===== config.mk =====
export PLATFORM = sky130hd
export DESIGN_NAME = tieq_cell
export DESIGN_NICKNAME = d
export VERILOG_FILES = /design/src/sv/tieq_pkg.sv /design/src/sv/tieq_cell.sv
export SDC_FILE = /design/constraint.sdc
export NUM_CORES = 1
export LEC_CHECK = 0
export BUFFER_PORTS_ARGS = -buffer_cell sky130_fd_sc_hd__buf_2
export CAP_MARGIN = 20
export CORE_AREA = 2 2 133 135
export CTS_BUF_LIST = sky130_fd_sc_hd__clkbuf_8
export CTS_CLUSTER_SIZE = 24
export DETAILED_ROUTE_END_ITERATION = 6
export DIE_AREA = 0 0 135 137
export GPL_ROUTABILITY_DRIVEN = 0
export PLACE_DENSITY = 0.76
export SYNTH_ARGS = -nofsm -noshare
export SYNTH_HDL_FRONTEND = slang
export SYNTH_SLANG_ARGS = --single-unit
export TNS_END_PERCENT = 5

===== constraint.sdc =====
create_clock -name aclk -period 8 [get_ports aclk]
set_clock_uncertainty 0.15 [all_clocks]
set_input_delay 1.2 -clock aclk [delete_from_list [all_inputs] [get_ports aclk]]
set_output_delay 1.2 -clock aclk [all_outputs]
set_load 0.02 [all_outputs]

===== src/sv/tieq_pkg.sv =====
`default_nettype none

package tieq_pkg;

    // Sizing
    localparam int DEFAULT_DEPTH = 16;
    localparam int MAX_RESULTS   = 16;
    localparam int RES_W         = $clog2(MAX_RESULTS + 1);

    // Item modes
    localparam logic [3:0] MODE_PUSH   = 4'd0;
    localparam logic [3:0] MODE_KEY    = 4'd1;
    localparam logic [3:0] MODE_BUTTON = 4'd2;
    localparam logic [3:0] MODE_DELTA  = 4'd3;
    localparam logic [3:0] MODE_POS    = 4'd4;
    localparam logic [3:0] MODE_PEEK   = 4'd5;
    localparam logic [3:0] MODE_POP    = 4'd6;
    localparam logic [3:0] MODE_CLEAR  = 4'd7;
    localparam logic [3:0] MODE_LIST   = 4'd8;

    // Event kinds
    localparam logic [1:0] KIND_KEY    = 2'd0;
    localparam logic [1:0] KIND_BUTTON = 2'd1;
    localparam logic [1:0] KIND_DELTA  = 2'd2;
    localparam logic [1:0] KIND_POS    = 2'd3;

    // Commands broadcast along the cell row
    localparam logic [2:0] CELL_HOLD   = 3'd0;
    localparam logic [2:0] CELL_INSERT = 3'd1;
    localparam logic [2:0] CELL_REMOVE = 3'd2;
    localparam logic [2:0] CELL_ADD    = 3'd3;
    localparam logic [2:0] CELL_SET    = 3'd4;

    typedef struct packed {
        logic [31:0]        time_v;
        logic [1:0]         kind;
        logic [7:0]         key;
        logic               down;
        logic signed [15:0] h;
        logic signed [15:0] v;
    } entry_t;

    typedef struct packed {
        logic [2:0] op;
        entry_t     ent;
    } cell_cmd_t;

    typedef struct packed {
        logic due;
        logic future_key;
    } cell_flags_t;

endpackage

`default_nettype wire


===== src/sv/tieq_cell.sv =====
`default_nettype none

module tieq_cell #(
    parameter int AW         = 4,
    parameter int CELL_INDEX = 0
) (
    input  wire                   aclk,
    input  wire tieq_pkg::cell_cmd_t cmd,
    input  wire [AW-1:0]          pos,
    input  wire [31:0]            now,
    input  wire tieq_pkg::entry_t left_q,
    input  wire tieq_pkg::entry_t right_q,
    output tieq_pkg::entry_t      q,
    output tieq_pkg::cell_flags_t flags
);

    localparam logic [AW-1:0] MY_IDX = AW'(CELL_INDEX);

    tieq_pkg::entry_t ent_reg;
    tieq_pkg::entry_t ent_next;

    // Shift, insert or update this slot
    always_comb begin
        ent_next = ent_reg;
        case (cmd.op)
            tieq_pkg::CELL_INSERT: begin
                if (MY_IDX == pos) begin
                    ent_next = cmd.ent;
                end else if (MY_IDX > pos) begin
                    ent_next = left_q;
                end
            end
            tieq_pkg::CELL_REMOVE: begin
                if (MY_IDX >= pos) begin
                    ent_next = right_q;
                end
            end
            tieq_pkg::CELL_ADD: begin
                if (MY_IDX == pos) begin
                    ent_next.h = ent_reg.h + cmd.ent.h;
                    ent_next.v = ent_reg.v + cmd.ent.v;
                end
            end
            tieq_pkg::CELL_SET: begin
                if (MY_IDX == pos) begin
                    ent_next.h = cmd.ent.h;
                    ent_next.v = cmd.ent.v;
                end
            end
            default: begin
                ent_next = ent_reg;
            end
        endcase
    end

    always_ff @(posedge aclk) begin
        ent_reg <= ent_next;
    end

    // Local status against the current time
    assign q                = ent_reg;
    assign flags.due        = (ent_reg.time_v <= now);
    assign flags.future_key = (ent_reg.time_v > now) && (ent_reg.kind == tieq_pkg::KIND_KEY);

endmodule

`default_nettype wire


==> metrics.md <==
| Metric | Value |
|---|---|
| Run status | `finished clean` |
| CTS tree | `done` |
| Syn Inst Count | `694` |
| Setup TNS | `0 ns` |
| Critical path data arrival time | `3.04 ns` |
| Initial Util | `37.2%` |
| Commonest non-fill, non-tap cell in the layout | `buf_2` |
| First-pass GRT wire length | `33.4 mm` |
| Syn Std Cell Area | `6350 um^2` |
| Clk buf depth | `2` |
| Worst vdd ir | `0.0789 mV` |
| Max reg flops | `75` |
| Vias per cell | `5.39` |
| I/O Buffers | `341` |
| Grt met2 use | `41.7%` |
| Rows | `48` |
| Count of cell types in the netlist | `59` |
| Tcrit/Tclk final | `54.9%` |
| Clk pin slew, worst setup/hold paths | `0.08 ns` |
| # resized after CTS | `0` |
| Syn Area/Cell | `9.15 um^2` |
| Die span in x | `135 um` |
| Gr ovfl total | `0` |
| DR vias | `6748` |
| Sequential-to-total area share from yosys stat | `35.5%` |
| CP Max Fanout | `2` |
| DRT Pass-1 Iters | `5` |
| Top Usage Layer GRT | `met2` |
| Met1 Resource Use GR | `26.4%` |
| Final Max Tran Viols | `0` |
| Largest net degree at the start of global routing | `52` |
| # H-tree levels | `3` |
| Num ports | `342` |
| Worst slack at placement | `3.61 ns` |
| WP data required | `6.65 ns` |
| Hold buffer count at cts | `0` |
| Routed Antenna Nets | `0` |
| Post-synth EDFFs | `75` |
| Synth-to-Final Area Change | `34.3%` |
| FF+latch count, synth | `75` |
| TritonCTS Buffers | `9` |
| Share of layout cells above drive strength 1 | `36.5%` |
| P_leak | `0.00383 uW` |
| Max-cap violations | `0` |
| Tightest Hold Check Type | `reg2reg` |
| Die ar. | `18500 um^2` |
| RSZ-0062 raised after global routing | `false` |
| Synth Flop Type | `edfxtp_1` |
| Initial antenna violation count | `4` |
| Global Route Usage Sum | `23.6%` |
| Worst-Margin Slew | `1.01 ns` |
| Post-CTS Setup Bufs | `0` |
| Final wirelength | `23.0 mm` |
| Crit Path Class | `in2out` |
| Yosys top cell by area | `edfxtp_1` |
| Top cell type's share of synthesized area | `35.5%` |
| DR iter-0 viols | `408` |
| Vias in the first global route | `6428` |
| Post-Syn Nets | `1023` |
| Fin crit period | `4.39 ns` |
| Drt wl/cell | `18.4 um` |
| Die Span Y | `137 um` |
| Crit end category | `primary output` |
| CTS root buffer | `clkbuf_8` |
| CP startpoint kind | `primary input` |
| Setup ws final | `3.61 ns` |
| Dpl hpwl | `18.5 mm` |
| Async set-reset flop share out of synthesis | `0%` |
| Synth Warn # | `0` |
| DRC | `0` |
| F_max | `0.228 GHz` |
| Most frequent cells in the layout | `buf_2, nand2_1, o21ai_0, edfxtp_1, ha_1` |
| Clock Sinks | `75` |
| Met3 usage | `7.07%` |
| Pwr Density | `127 nW/um^2` |
| Hold Violations, Final | `0` |
| Clk_lat worst skew | `0.36 ns` |
| Core Footprint | `17100 um^2` |
| Setup-failing EPs final | `0` |
| Largest cells by area after synthesis | `edfxtp_1, ha_1, mux2i_1, o21ai_0, nand2_1` |
| Slew HR | `32.4%` |
| Layout net count | `1349` |
==> cell usage after synthesis, types with 11 or more instances <==
cell	count
inv_1	45
mux2i_1	52
nor2_1	33
nand3_1	12
a21o_1	14
o22ai_1	11
xnor2_1	14
o21ai_0	77
nor2b_1	15
nand2_1	81
a21oi_1	45
clkbuf_1	18
ha_1	62
edfxtp_1	75
==> cell families after synthesis <==
logic type      count (synthesis)  share of synthesized area (%)
flops                          75                           35.5
simple gates                  181                           13.2
compound gates                228                           23.0
mux                            52                           8.20
fa+ha+maj                      64                           12.8
xor+xnor                       18                           2.48
buf+inv                        76                           4.83
==> final cells by class <==
type	instances	area [um^2]
clock inverters	7	118
inverters	45	169
fillers	1677	8530
clock buffers	9	124
multi-input cells	543	3820
repair buffers	346	1760
well taps	225	282
diodes	3	7.51
flip-flops and latches	75	2250
==> worst paths after layout <==
kind	start	endpoint	slack, ns	cells past startpoint
setup / recovery	now[17]	flags[0]	3.61	10
hold / removal	q[31]	q[31]	0.62	3
setup reg to reg	q[16]	q[30]	4.89	10
hold reg to reg	q[31]	q[31]	0.62	3
==> worst max-delay path: stages <==
cell,delay (ns)
buf_2,0.08
inv_1,0.05
ha_1,0.30
a21o_1,0.18
a221o_1,0.32
a221o_1,0.30
nor3_1,0.18
a22o_1,0.22
nor3_1,0.06
buf_2,0.15
==> per-layer routing <==
metal	part of all wire (%)	routed length [um]	vias up
li1	-	-	3273
met1	37	8580	3044
met2	49	11200	374
met3	10	2350	55
met4	3.7	854	2
met5	0.043	10	-
==> power breakdown <==
group	total [uW]	leakage [uW]	switching, uW	internal (uW)
clock	363	0.000117	157	207
combinational	274	0.00304	147	127
sequential	447	0.000671	3.31	444
total	1080	0.00383	307	778
==> stage by stage <==
stage               instance area, um^2  utilization (%)  hold slack (ns)  total power (uW)  std cells
floorplan                          6350                -            0.689               611        694
global placement                   8260             48.4            0.569               721       1233
detailed placement                 8280             48.6            0.611               728       1234
CTS                                8520             50.0            0.631              1090       1250
global route                       8530             50.0            0.679              1140       1253
finish                             8530             50.0            0.619              1080       1253
Note: power is estimated with default switching activity, not from simulation.
